### src/rtl/apfc_pkg.sv
// Package for the anchored playback frame clock: widths, command and status codes,
// configuration register indexes and the request and result types of the multiply-divide engine.
// Depends on nothing; every other file of the block imports it.
package apfc_pkg;

    // Field widths
    localparam int W_VAL  = 64;
    localparam int W_OP   = 3;
    localparam int W_FPS  = 20;
    localparam int W_SNUM = 17;
    localparam int W_SDEN = 16;
    localparam int W_ST   = 2;
    localparam int W_CIDX = 2;

    // Engine widths: the largest scale factor is 1e9 * fps_den * rate_den (66 bits)
    localparam int W_NSC  = 30;
    localparam int W_FA   = W_FPS + W_SNUM;
    localparam int W_FT   = W_FPS + W_SDEN;
    localparam int W_OPR  = W_FT + W_NSC;
    localparam int W_ALU  = W_OPR + 1;

    localparam logic [W_NSC-1:0] NS_PER_SEC = W_NSC'(1000000000);

    // Commands
    localparam logic [W_OP-1:0] OP_PLAY  = 3'd0;
    localparam logic [W_OP-1:0] OP_PAUSE = 3'd1;
    localparam logic [W_OP-1:0] OP_SEEK  = 3'd2;
    localparam logic [W_OP-1:0] OP_FRAME = 3'd3;
    localparam logic [W_OP-1:0] OP_TIME  = 3'd4;

    // Status codes
    localparam logic [W_ST-1:0] ST_OK        = 2'd0;
    localparam logic [W_ST-1:0] ST_ZERO_RATE = 2'd1;
    localparam logic [W_ST-1:0] ST_OVERFLOW  = 2'd2;
    localparam logic [W_ST-1:0] ST_PAUSED    = 2'd3;

    // Configuration register indexes
    localparam logic [W_CIDX-1:0] CFG_FPS_NUM = 2'd0;
    localparam logic [W_CIDX-1:0] CFG_FPS_DEN = 2'd1;

    // Reset values of the frame rate registers
    localparam logic [W_FPS-1:0] FPS_NUM_RESET = 20'd30;
    localparam logic [W_FPS-1:0] FPS_DEN_RESET = 20'd1;

    // Request to the multiply-divide engine: floor(mag * mul / div) and its remainder
    typedef struct packed {
        logic             start;
        logic [W_VAL-1:0] mag;
        logic [W_OPR-1:0] mul;
        logic [W_OPR-1:0] div;
    } t_md_req;

    // Result of the multiply-divide engine
    typedef struct packed {
        logic             done;
        logic             ovf;
        logic             rem_nz;
        logic [W_VAL-1:0] quot;
    } t_md_res;

endpackage

### src/rtl/apfc_addsub.sv
// Shared adder and subtractor of the multiply-divide engine.
// Depends on apfc_pkg for its width.
module apfc_addsub
    import apfc_pkg::*;
(
    input  logic [W_ALU-1:0] i_a,
    input  logic [W_ALU-1:0] i_b,
    input  logic             i_sub,
    output logic [W_ALU-1:0] o_sum,
    output logic             o_carry
);

    logic [W_ALU-1:0] b_eff;
    logic [W_ALU:0]   full;

    // Subtraction is a plus the inverse of b plus one; carry out means no borrow.
    assign b_eff   = i_sub ? ~i_b : i_b;
    assign full    = {1'b0, i_a} + {1'b0, b_eff} + {{W_ALU{1'b0}}, i_sub};
    assign o_sum   = full[W_ALU-1:0];
    assign o_carry = full[W_ALU];

endmodule

### src/rtl/apfc_muldiv.sv
// Iterative multiply-divide engine: shift-add product then restoring division,
// both through one shared adder. Depends on apfc_pkg and apfc_addsub.
module apfc_muldiv
    import apfc_pkg::*;
(
    input  logic    i_clk,
    input  logic    i_rst_n,
    input  t_md_req i_req,
    output t_md_res o_res
);

    localparam int CNT_W = $clog2(W_VAL);
    localparam logic [CNT_W-1:0] CNT_LAST = CNT_W'(W_VAL - 1);

    localparam logic [2:0] E_IDLE = 3'd0;
    localparam logic [2:0] E_MUL  = 3'd1;
    localparam logic [2:0] E_CHK  = 3'd2;
    localparam logic [2:0] E_DIV  = 3'd3;
    localparam logic [2:0] E_DONE = 3'd4;

    logic [2:0]       r_phase, n_phase;
    logic [CNT_W-1:0] r_cnt, n_cnt;
    logic [W_OPR-1:0] r_hi, n_hi;
    logic [W_VAL-1:0] r_lo, n_lo;
    logic [W_OPR-1:0] r_mul, n_mul;
    logic [W_OPR-1:0] r_div, n_div;
    logic             r_ovf, n_ovf;

    logic [W_ALU-1:0] alu_a, alu_b, alu_sum;
    logic             alu_sub, alu_carry;

    apfc_addsub u_addsub (
        .i_a     (alu_a),
        .i_b     (alu_b),
        .i_sub   (alu_sub),
        .o_sum   (alu_sum),
        .o_carry (alu_carry)
    );

    // Operand selection for the shared adder in each phase.
    always_comb begin
        alu_a   = '0;
        alu_b   = '0;
        alu_sub = 1'b0;
        case (r_phase)
            E_MUL: begin
                alu_a = {1'b0, r_hi};
                alu_b = r_lo[0] ? {1'b0, r_mul} : '0;
            end
            E_CHK: begin
                alu_a   = {1'b0, r_hi};
                alu_b   = {1'b0, r_div};
                alu_sub = 1'b1;
            end
            E_DIV: begin
                alu_a   = {r_hi, r_lo[W_VAL-1]};
                alu_b   = {1'b0, r_div};
                alu_sub = 1'b1;
            end
            default: begin
            end
        endcase
    end

    // Sequencer: 64 product steps, one range check, 64 quotient steps.
    always_comb begin
        n_phase = r_phase;
        n_cnt   = r_cnt;
        n_hi    = r_hi;
        n_lo    = r_lo;
        n_mul   = r_mul;
        n_div   = r_div;
        n_ovf   = r_ovf;
        unique case (r_phase)
            E_IDLE: begin
                if (i_req.start) begin
                    n_hi    = '0;
                    n_lo    = i_req.mag;
                    n_mul   = i_req.mul;
                    n_div   = i_req.div;
                    n_cnt   = '0;
                    n_ovf   = 1'b0;
                    n_phase = E_MUL;
                end
            end
            E_MUL: begin
                n_hi  = alu_sum[W_ALU-1:1];
                n_lo  = {alu_sum[0], r_lo[W_VAL-1:1]};
                n_cnt = r_cnt + 1'b1;
                if (r_cnt == CNT_LAST) begin
                    n_phase = E_CHK;
                end
            end
            E_CHK: begin
                // A quotient of 2^64 or more cannot be represented.
                n_cnt = '0;
                if (alu_carry) begin
                    n_ovf   = 1'b1;
                    n_phase = E_DONE;
                end else begin
                    n_phase = E_DIV;
                end
            end
            E_DIV: begin
                if (alu_carry) begin
                    n_hi = alu_sum[W_OPR-1:0];
                end else begin
                    n_hi = {r_hi[W_OPR-2:0], r_lo[W_VAL-1]};
                end
                n_lo  = {r_lo[W_VAL-2:0], alu_carry};
                n_cnt = r_cnt + 1'b1;
                if (r_cnt == CNT_LAST) begin
                    n_phase = E_DONE;
                end
            end
            E_DONE: begin
                n_phase = E_IDLE;
            end
            default: begin
                n_phase = E_IDLE;
            end
        endcase
    end

    // Control registers.
    always_ff @(posedge i_clk) begin
        if (!i_rst_n) begin
            r_phase <= E_IDLE;
            r_cnt   <= '0;
            r_ovf   <= 1'b0;
        end else begin
            r_phase <= n_phase;
            r_cnt   <= n_cnt;
            r_ovf   <= n_ovf;
        end
    end

    // Data registers.
    always_ff @(posedge i_clk) begin
        r_hi  <= n_hi;
        r_lo  <= n_lo;
        r_mul <= n_mul;
        r_div <= n_div;
    end

    assign o_res.done   = (r_phase == E_DONE);
    assign o_res.ovf    = r_ovf;
    assign o_res.rem_nz = |r_hi;
    assign o_res.quot   = r_lo;

endmodule

### config.mk
export PLATFORM = sky130hd
export DESIGN_NAME = apfc_muldiv
export DESIGN_NICKNAME = d
export VERILOG_FILES = /design/src/rtl/apfc_pkg.sv /design/src/rtl/apfc_addsub.sv /design/src/rtl/apfc_muldiv.sv
export SDC_FILE = /design/constraint.sdc
export NUM_CORES = 1
export LEC_CHECK = 0
export BUFFER_PORTS_ARGS = -buffer_cell sky130_fd_sc_hd__buf_2
export CAP_MARGIN = 40
export CORE_ASPECT_RATIO = 0.7
export CORE_MARGIN = 8
export CORE_UTILIZATION = 52
export CTS_CLUSTER_SIZE = 40
export DETAILED_ROUTE_END_ITERATION = 8
export PLACE_DENSITY = 0.77
export SYNTH_ARGS = -nofsm -noshare
export SYNTH_HDL_FRONTEND = slang
export SYNTH_SLANG_ARGS = --single-unit
### constraint.sdc
create_clock -name i_clk -period 5.1 [get_ports i_clk]
set_input_delay 1.02 -clock i_clk [delete_from_list [all_inputs] [get_ports i_clk]]
set_output_delay 1.02 -clock i_clk [all_outputs]
set_load 0.02 [all_outputs]
Word level (Yosys, flattened, before mapping)

Index checks and enable logic that the tools add are counted.

Register bits after elaboration: 272
Output and inout port bits: 67

Add/sub/neg operators: 3
Eq/ne operators: 9
Mux-type cells: 20
Bitwise logic cells: 1
Reductions and logical operators: 13

Operator list:

| operator              | count |
|---|---|
| $mux W66              | 3 |
| $pmux W66 S3          | 1 |
| $pmux W64 S3          | 1 |
| $pmux W67 S2          | 1 |
| $pmux W66 S2          | 1 |
| $add A67 B67 Y68      | 1 |
| $add A68 B1 Y68       | 1 |
| $mux W67              | 1 |
| $not A66 Y67          | 1 |
| $reduce_or A66 Y1     | 1 |
| $mux W64              | 1 |
| $pmux W6 S3           | 1 |
| $mux W3               | 4 |
| $pmux W3 S4           | 1 |
| $add A6 B1 Y6 const B | 1 |
| $eq A3 B2 Y1 const B  | 2 |
| $eq A6 B6 Y1 const B  | 1 |
| $mux W6               | 1 |
| $ne A2 B2 Y1 const B  | 3 |
| $reduce_and A2 Y1     | 3 |
| $reduce_and A3 Y1     | 2 |
| $reduce_bool A3 Y1    | 2 |
| $reduce_or A2 Y1      | 3 |
| $eq A3 B1 Y1 const B  | 1 |
| 6 further kinds       | 8 |

Longest topological paths before layout

Gate-level depths: netlist of the first run.

Word-level depth: 9
Depth in mapped cells: 22
Mapped depth without buffers: 17

Hierarchy

A second synthesis of the first run with hierarchy kept.

Cell total of the unflattened synthesis: 1624
Area total of the unflattened synthesis: 17271.6 um2

Modules (own cells, without submodules):

| module      | times used | cells an instance | area each (um2) | sequential area each (um2) |
|---|---|---|---|---|
| apfc_muldiv | 1          | 947               | 12577.1         | 8067.7 |
| apfc_addsub | 1          | 677               | 4694.5          | 0.0 |

Worst setup path before layout of the first run

OpenSTA, ideal clock, no wires.

Path type: input-to-reg
From: input port i_req[196] (netlist name)
To: register r_cnt[2]
Arrival: 4.776 ns
Required time: 4.985 ns
Slack: 0.209 ns
Cell stages on the path: 6
Path buffers: 0
Cell sequence: nand3_1 nand2_1 nor2_1 o21ai_0 o21ai_0 and2_1

Longest elaborated chain between the ends: 2

Ends and longest elaborated chain:

| item                        | line               | text |
|---|---|---|
| from (decl)                 | apfc_muldiv.sv:8   | `input t_md_req i_req,` |
| $ne A2 B2 Y1 (no line)      | --                 |  |
| $reduce_and A2 Y1 (no line) | --                 |  |
| to (signal assigned)        | apfc_muldiv.sv:133 | `r_cnt <= n_cnt;` |
| to (decl)                   | apfc_muldiv.sv:22  | `logic [CNT_W-1:0] r_cnt, n_cnt;` |

Every way passes these cells.
A chain may end at the register's enable or synchronous reset.

Worst setup path in the final report of the first run

From: register r_phase[2]
To: register r_hi[0], data pin

Longest elaborated chain between the ends: 9
Elaborated cells on any way between the ends: 15
Those cells by class: add/sub (2); eq/ne (3); mux (6); bitwise (1); reduce/logical (3)

Ends and longest elaborated chain:

| item                                   | line                                 | text |
|---|---|---|
| from (decl)                            | apfc_muldiv.sv:21                    | `logic [2:0] r_phase, n_phase;` |
| from (signal assigned)                 | apfc_muldiv.sv:132                   | `r_phase <= n_phase;` |
| $eq A3 B2 Y1, on equally long branches | apfc_muldiv.sv:45, apfc_muldiv.sv:74 |  |
| $reduce_or A2 Y1 (no line)             | --                                   |  |
| $pmux W66 S2                           | apfc_muldiv.sv:45                    | `case (r_phase)` |
| $not A66 Y67                           | apfc_addsub.sv:17                    | `assign b_eff = i_sub ? ~i_b : i_b;` |
| $mux W67                               | apfc_addsub.sv:17                    |  |
| $add A67 B67 Y68                       | apfc_addsub.sv:18                    | `assign full = {1'b0, i_a} + {1'b0, b_eff} + {{W_ALU{1'b0}}, i_sub};` |
| $add A68 B1 Y68                        | apfc_addsub.sv:18                    |  |
| $mux W66                               | apfc_muldiv.sv:105                   | `if (alu_carry) begin` |
| $pmux W66 S3 *                         | apfc_muldiv.sv:74                    | `unique case (r_phase)` |
| named net n_hi[0]                      | apfc_muldiv.sv:23                    | `logic [W_OPR-1:0] r_hi, n_hi;` |
| to (signal assigned)                   | apfc_muldiv.sv:140                   | `r_hi <= n_hi;` |
| to (decl)                              | apfc_muldiv.sv:23                    |  |

The timed path passes the listed nets; every way through them passes the cells marked *.

==> results of run 1 <==
[worst max-delay path, cell delays in order, from the launching register on]
cell and delay (ns):
sky130_fd_sc_hd__dfxtp_2 0.38, sky130_fd_sc_hd__inv_1 0.23, sky130_fd_sc_hd__nand2_4 0.08, sky130_fd_sc_hd__nor2_4 0.18, sky130_fd_sc_hd__and2_4 0.34, sky130_fd_sc_hd__buf_4 0.24, sky130_fd_sc_hd__nand2_1 0.06, sky130_fd_sc_hd__o21ai_0 0.10
sky130_fd_sc_hd__ha_1 0.33, sky130_fd_sc_hd__a21oi_1 0.25, sky130_fd_sc_hd__o21ai_0 0.17, sky130_fd_sc_hd__nor2b_1 0.17, sky130_fd_sc_hd__o22ai_1 0.50, sky130_fd_sc_hd__o2111ai_4 0.26, sky130_fd_sc_hd__a211o_2 0.40, sky130_fd_sc_hd__a31oi_2 0.36
sky130_fd_sc_hd__o21ai_1 0.22, sky130_fd_sc_hd__mux2i_1 0.21, sky130_fd_sc_hd__o21ai_0 0.09
[stage by stage]
stage,util,std cells,area [um^2]
floorplan,-,1632,16530
global placement,0.5889,2256,18380
detailed placement,0.5908,2259,18440
CTS,0.6197,2311,19340
global route,0.6218,2316,19410
finish,0.6218,2316,19410
[power by group through the flow]
stage / combinational (uW) / clock [uW] / sequential, uW
finish: 1290 / 2020 / 2940
floorplan: 765 / 0 / 3020
detailed placement: 1270 / 0 / 2970
CTS: 1270 / 2050 / 2930
global route: 1400 / 2140 / 2960
global placement: 1230 / 0 / 2970
[sequential cells by signal, indices dropped and copies added (netlist names)]
register / count
r_mul: 66
r_ovf: 1
r_phase: 3
r_cnt: 6
r_hi: 66
r_div: 66
r_lo: 64
[per-layer routing]
metal / vias up / wire, um
met4: 0 / 1281
met2: 684 / 21280
met3: 85 / 4314
li1: 6665 / -
met1: 6718 / 21100
met5: - / 0
[logic make-up after synthesis]
logic type / synth area share
flip-flops: 0.4880
multiplexers: 0.07151
AO/OA/AOI/OAI: 0.2071
AND/OR/NAND/NOR: 0.1162
adder cells (fa/ha/maj): 0.05116
buffers and inverters: 0.03110
XOR/XNOR: 0.03496
[cell usage in the layout (no fill, tap or decap), drive strengths merged, types with 7 or more instances in the layout]
cell and n:
a211oi 12, a21o 24, a21oi 97, a22o 66, a31oi 14, a32oi 9
and2 7, and3 9, buf 306, clkbuf 37, clkinv 12, dfxtp 10
edfxtp 262, ha 66, inv 32, mux2i 117, nand2 255, nand2b 9
nand3 19, nand4 20, nor2 66, nor3 14, nor4 20, o211ai 10
o21a 10, o21ai 238, o21bai 15, o22ai 8, xnor2 45, xor2 21
[what timing repair did]
| item | in CTS | in global routing |
|---|---|---|
| pin swaps | 0 | 2 |
| hold buffers | 0 | 0 |
| gates cloned | 0 | 3 |
| resized for setup | 1 | 5 |
| setup endpoints to repair | 3 | 54 |
| setup buffers | 0 | 2 |
[layout make-up]
type / instances / area [um^2]
clock buffer: 37 / 807.0
clock inverter: 15 / 93.84
fill: 2596 / 11810
inverter: 29 / 111.4
multi-input combinational: 1236 / 8030
sequential: 272 / 8073
tap: 420 / 525.5
timing repair buffer: 307 / 1769
[final timing paths]
path / start / end / slack (ns) / cells past startpoint
max: r_phase[2]$_SDFFE_PN0P_ / r_hi[0]$_DFFE_PP_ / 0.22 / 18
min: r_ovf$_SDFFE_PN0P_ / r_ovf$_SDFFE_PN0P_ / 0.44 / 2
max reg2reg: r_phase[2]$_SDFFE_PN0P_ / r_hi[0]$_DFFE_PP_ / 0.22 / 18
min reg2reg: r_ovf$_SDFFE_PN0P_ / r_ovf$_SDFFE_PN0P_ / 0.44 / 2
==> flow_summary.json, run 1 <==
{
  "run_status": "finished, final reports clean",
  "final_total_negative_setup_slack_ns": 0,
  "yosys_warnings": 0,
  "grt_most_used_layer": "met2",
  "async_sr_flop_fraction": 0,
  "portBuffers": 265,
  "synth_seq_area_share": 0.4880,
  "die_width_um": 229.1,
  "synth.lib_cells_used.distinct": 73,
  "yosys-top-cells-count": "sky130_fd_sc_hd__edfxtp_1 (262), sky130_fd_sc_hd__nand2_1 (254), sky130_fd_sc_hd__o21ai_0 (228)",
  "maxSlewHeadroom": 0.4153,
  "gpl.final_weighted_congestion": 0.9718,
  "wirelength_um": 47980,
  "post_route_cells_drive_above_1_share": 0.2015,
  "sequentialPowerShare": 0.470,
  "setup.worst_path.class": "reg2reg",
  "io_pins": 266,
  "globalRoute.totalOverflow": 0,
  "yosysMostFrequentCell": "sky130_fd_sc_hd__edfxtp_1",
  "int_power_uw": 4339,
  "std_cell_rows": 54,
  "max_clock_freq_mhz": 205.1,
  "initial_core_util": 0.5297,
  "power.switching_fraction": 0.3060,
  "numClockSinks": 272,
  "unrepaired_setup_endpoints_after_global_routing": "false",
  "dpl.hpwl_um": 34160,
  "post-route-min-period_ns": 4.876,
  "critical_path.max_fanout": 14,
  "grt_start_max_net_pins": 73,
  "skew_ns": 0.02977,
  "yosysTopAreaCell": "sky130_fd_sc_hd__edfxtp_1",
  "use_met1": 0.3373,
  "power.switching_uw": 1913,
  "worst_setup_hold_path_clk_slew_ns": 0.06,
  "synth_enable_flop_cells": 262,
  "p_total_uw": 6252,
  "synthesis_to_finish_area_growth_pct": 17.40,
  "core_um2": 31210,
  "route.detailed.vias_per_inst": 6.111,
  "drtIter0Drc": 1453,
  "drt_drc_violations_left": 0,
  "synth_cells": 1632,
  "pre_cts_slack_ns": -0.007139,
  "p_per_area_nw_per_um2": 322.1,
  "vdd_ir_drop_max_v": 0.0002956,
  "grt_first_pass_wirelength_um": 73330,
  "synthesis.area_um2": 16530,
  "num_antenna_cells": 0,
  "min-delay-path-class": "reg2reg",
  "data_arrival_time_at_the_worst_slack_endpoint_ns": 5.16,
  "finalCritPeriodShare": 0.9560,
  "globalRouteTotalUtil": 0.2362,
  "setup.worst_path.end_class": "flip-flop",
  "clkLatencyLatePin_ns": 0.58,
  "whs_ns": 0.4409,
  "timing_max_transition_violations_final": 0,
  "cts-buffers-inserted": 28,
  "synth_area_per_cell_um2": 10.13,
  "grtUsageMet3": 0.04557,
  "antenna_violating_nets_post_route": 0,
  "combPwrFrac": 0.207,
  "worst_slack_ns": 0.2244,
  "drt-wirelength-per-cell_um": 20.72,
  "synth_largest_type_area_fraction": 0.4759,
  "post_synth_main_area_contributors": "sky130_fd_sc_hd__edfxtp_1 (48%), sky130_fd_sc_hd__mux2i_1 (7.1%), sky130_fd_sc_hd__o21ai_0 (6.9%)",
  "finalSetupViolations": 0,
  "ys_seq_elements": 272,
  "power.static_leakage_uw": 0.007449,
  "cts_max_level": 1,
  "number_of_nets_in_the_final_layout": 2140,
  "required_ns": 5.38,
  "fp.dieArea_um2": 37850,
  "setup.worst_path.start_class": "flip-flop",
  "power.share.clock": 0.323,
  "maxCapViolations": 0,
  "grt_pass1_vias": 13522,
  "grt_antenna_before_repair": 0,
  "tritoncts_clock_tree": "yes",
  "syn-num-nets": 1898,
  "drt-pass1-iter-count": 6,
  "flip_flop_cell_with_the_highest_count_after_synthesis": "sky130_fd_sc_hd__edfxtp_1",
  "hold_viol": 0,
  "worst_case_clock_buffer_depth": 3,
  "num_vias": 14152,
  "timing_worst_slew_pin_value_ns": 0.8679,
  "fp.dieH_um": 165.2,
  "met2_usage": 0.3663,
  "root_buffer": "sky130_fd_sc_hd__clkbuf_16"
}
(Power assumes the default switching activity.)
==> run 2: changes to the inputs <==
--- a/config.mk
+++ b/config.mk
@@ -9,10 +9,10 @@
 export CAP_MARGIN = 40
 export CORE_ASPECT_RATIO = 0.7
 export CORE_MARGIN = 8
-export CORE_UTILIZATION = 52
-export CTS_CLUSTER_SIZE = 40
+export CORE_UTILIZATION = 26
+export CTS_CLUSTER_SIZE = 10
 export DETAILED_ROUTE_END_ITERATION = 8
-export PLACE_DENSITY = 0.77
 export SYNTH_ARGS = -nofsm -noshare
 export SYNTH_HDL_FRONTEND = slang
+export SYNTH_HIERARCHICAL = 1
 export SYNTH_SLANG_ARGS = --single-unit
==> run 2 against run 1 <==
Effect of this change: global-route usage down 10 points; critical path depth down 1; register-to-register slack improved by 0.07 ns; synthesized cell count shrank 0.49%; wire length is 12% higher; clock-buffer cell count increased by 7; critical path type unchanged; largest power group unchanged.
==> flow_summary.json, run 2 <==
{
  "async_sr_flop_fraction": 0,
  "clkLatencyLatePin_ns": 0.56,
  "r2r-start": "r_phase[1]$_SDFFE_PN0P_",
  "run_status": "finished, final reports clean",
  "finalSetupViolations": 0,
  "yosysMostFrequentCell": "sky130_fd_sc_hd__edfxtp_1",
  "yosys-top-cells-count": "sky130_fd_sc_hd__edfxtp_1 (262), sky130_fd_sc_hd__nand2_1 (200), sky130_fd_sc_hd__o21ai_0 (171)",
  "post_synth_main_area_contributors": "sky130_fd_sc_hd__edfxtp_1 (46%), sky130_fd_sc_hd__mux2i_1 (7.6%), sky130_fd_sc_hd__a22o_1 (6.7%)",
  "int_power_uw": 4293,
  "data_arrival_time_at_the_worst_slack_endpoint_ns": 5.07,
  "vdd_ir_drop_max_v": 0.0001593,
  "portBuffers": 265,
  "finalCritPeriodShare": 0.9420,
  "synth.lib_cells_used.distinct": 74,
  "synth_seq_area_share": 0.4671,
  "finalInstanceArea_um2": 20850,
  "min-delay-path-class": "reg2reg",
  "timing_worst_slew_pin_value_ns": 0.8314,
  "reg.largest.list": "r_div: 66 flops, r_hi: 66 flops, r_mul: 66 flops",
  "tritoncts_clock_tree": "yes",
  "commonest_non_fill_non_tap_cell_in_the_layout": "sky130_fd_sc_hd__buf_2",
  "drt-wirelength-per-cell_um": 19.19,
  "grt_start_max_net_pins": 99,
  "globalRoute.totalOverflow": 0,
  "flip_flop_cell_with_the_highest_count_after_synthesis": "sky130_fd_sc_hd__edfxtp_1",
  "sequentialPowerShare": 0.474,
  "globalRouteTotalUtil": 0.1347,
  "core_um2": 66130,
  "cell_with_the_biggest_individual_delay_on_the_critical_path": "sky130_fd_sc_hd__and2_2",
  "synthesis.area_um2": 17270,
  "std_cell_rows": 79,
  "syn-num-nets": 1891,
  "cp_cell_sequence": "nor2b_4 > and2_2 > buf_4 > a22o_1 > ha_1 > a21oi_1 > o21ai_0 > a221oi_1 > a211oi_1 > a211o_1 > o21ai_2 > or3_1 > o31ai_4 > buf_12 > buf_6 > mux2i_1 > o21ai_0",
  "gpl.final_weighted_congestion": 0.9090,
  "final_total_negative_setup_slack_ns": 0,
  "dpl-instance-area_um2": 19710,
  "root_buffer": "sky130_fd_sc_hd__clkbuf_16",
  "fp.dieArea_um2": 75060,
  "dpl.hpwl_um": 38970,
  "synth_enable_flop_cells": 262,
  "postCtsHoldBufs": 0,
  "die_width_um": 324.1,
  "grt_antenna_before_repair": 5,
  "maxSlewHeadroom": 0.4457,
  "critical_path.max_fanout": 23,
  "worst_hold_path.endpoint": "r_ovf$_SDFFE_PN0P_",
  "cts_max_level": 2,
  "hp-start": "r_ovf$_SDFFE_PN0P_",
  "required_ns": 5.36,
  "critical_path.reg2reg.endpoint": "r_hi[10]$_DFFE_PP_",
  "synth_cells": 1624,
  "grt_pass1_vias": 13496,
  "wirelength_um": 53570,
  "power.share.clock": 0.382,
  "setup.worst_path.start_class": "flip-flop",
  "numClockSinks": 272,
  "post-route-min-period_ns": 4.804,
  "setup.worst_path.end_class": "flip-flop",
  "hold_critical_path_depth": 2,
  "final_core_utilization": 0.3153,
  "unrepaired_setup_endpoints_after_global_routing": "false",
  "power.static_leakage_uw": 0.008255,
  "grt_first_pass_wirelength_um": 80410,
  "timing_max_transition_violations_final": 0,
  "yosys_warnings": 6,
  "num_vias": 13953,
  "initial_core_util": 0.2612,
  "drt_drc_violations_left": 0,
  "synthesis_to_finish_area_growth_pct": 20.70,
  "yosysTopAreaCell": "sky130_fd_sc_hd__edfxtp_1",
  "worst_setup_hold_path_clk_slew_ns": 0.06,
  "route.detailed.vias_per_inst": 4.999,
  "worst_case_clock_buffer_depth": 3,
  "max_clock_freq_mhz": 208.2,
  "post_route_cells_drive_above_1_share": 0.2115,
  "skew_ns": 0.02479,
  "fp.dieH_um": 231.6,
  "p_per_area_nw_per_um2": 282.6,
  "worst_r2r_path_depth": 17,
  "worst_path_most_repeated_cell": "sky130_fd_sc_hd__o21ai_0",
  "highest_count_cells_in_the_layout_ignoring_fill_and_taps": "sky130_fd_sc_hd__buf_2 (265), sky130_fd_sc_hd__edfxtp_1 (262), sky130_fd_sc_hd__nand2_1 (199), sky130_fd_sc_hd__o21ai_0 (171), sky130_fd_sc_hd__a22o_1 (132)",
  "maxCapViolations": 0,
  "combPwrFrac": 0.144,
  "ff2ff_setup_slack_ns": 0.30,
  "number_of_nets_in_the_final_layout": 2147,
  "max_stage_delay_ns": 0.49,
  "antenna_violating_nets_post_route": 0,
  "io_pins": 266,
  "drtIter0Drc": 1021,
  "setup.worst_path.class": "reg2reg",
  "p_total_uw": 5891,
  "synth_largest_type_area_fraction": 0.4555,
  "power.switching_uw": 1598,
  "drt-pass1-iter-count": 5,
  "ys_seq_elements": 272,
  "synth_area_per_cell_um2": 10.64,
  "hold_viol": 0,
  "power.switching_fraction": 0.2713,
  "cts-buffers-inserted": 35
}
## run 2: logic make-up (layout without fill, tap and decap cells)
group,count (synthesis),after routing,share of synthesized area
compound gates,511,511,0.2002
buf+inv,131,403,0.03796
flops,272,272,0.4671
simple gates,374,374,0.09975
other cells,1,5,0.0002171
fa+ha+maj,68,68,0.04970
xor+xnor,135,135,0.06846
mux,132,132,0.07657
## run 2: power groups by stage
| stage | sequential, uW | combinational, uW | clock, uW |
|---|---|---|---|
| finish | 2790 | 847 | 2250 |
| global route | 2810 | 928 | 2430 |
| CTS | 2790 | 842 | 2360 |
| detailed placement | 2830 | 839 | 0 |
| global placement | 2830 | 817 | 0 |
| floorplan | 2880 | 462 | 0 |
## run 2: worst max-delay path by stage
stage                               endpoint  cells after the start                     from
after global placement    r_hi[33]$_DFFE_PP_                     17  r_phase[1]$_SDFFE_PN0P_
after CTS                  r_hi[4]$_DFFE_PP_                     18  r_phase[2]$_SDFFE_PN0P_
after floorplan           r_hi[61]$_DFFE_PP_                     21  r_phase[1]$_SDFFE_PN0P_
after global routing      r_hi[64]$_DFFE_PP_                     20  r_phase[0]$_SDFFE_PN0P_
final                     r_hi[10]$_DFFE_PP_                     17  r_phase[1]$_SDFFE_PN0P_
after detailed placement   r_hi[4]$_DFFE_PP_                     18  r_phase[2]$_SDFFE_PN0P_
## run 2: through the flow
step	std cells	worst slack, ns	hold slack [ns]
2_1_floorplan	1624	0.01328	0.4529
3_3_place_gp	2723	0.2295	0.4850
3_5_place_dp	2726	0.05270	0.4904
4_1_cts	2779	0.02721	0.5043
5_1_grt	2791	0.01341	0.5370
6_report	2791	0.2959	0.4970
## run 2: cell type report
class | count | area (um^2)
flip-flops and latches | 272 | 8073
fillers | 6776 | 45280
diodes | 4 | 10.01
clock inverters | 9 | 70.07
well taps | 891 | 1115
repair buffers | 323 | 1966
clock buffers | 44 | 919.6
inverters | 27 | 103.9
multi-input cells | 1221 | 8591
## run 2: worst max-delay path, delay by kind of cell (launching register included)
family	cells	cell delay, ns
flip-flops	1	0.39
multiplexers	1	0.21
AO/OA/AOI/OAI	9	1.74
AND/OR/NAND/NOR	3	1.07
adder cells (fa/ha/maj)	1	0.31
buffers and inverters	3	0.75
## run 2: per-layer routing
layer / global-route usage / part of all wire / up-vias
met5: 0 / 0.00024 / -
met1: 0.1973 / 0.48 / 6765
met3: 0.03206 / 0.076 / 59
met2: 0.1970 / 0.43 / 475
li1: - / - / 6652
met4: 0.03456 / 0.020 / 2
## run 2: repair_timing
action / 4_1_cts / 5_1_grt
endpoints found under the setup margin: 0 / 69
endpoints found under the hold margin: 0 / 0
gates resized for setup: 0 / 7
buffers inserted: 0 / 4
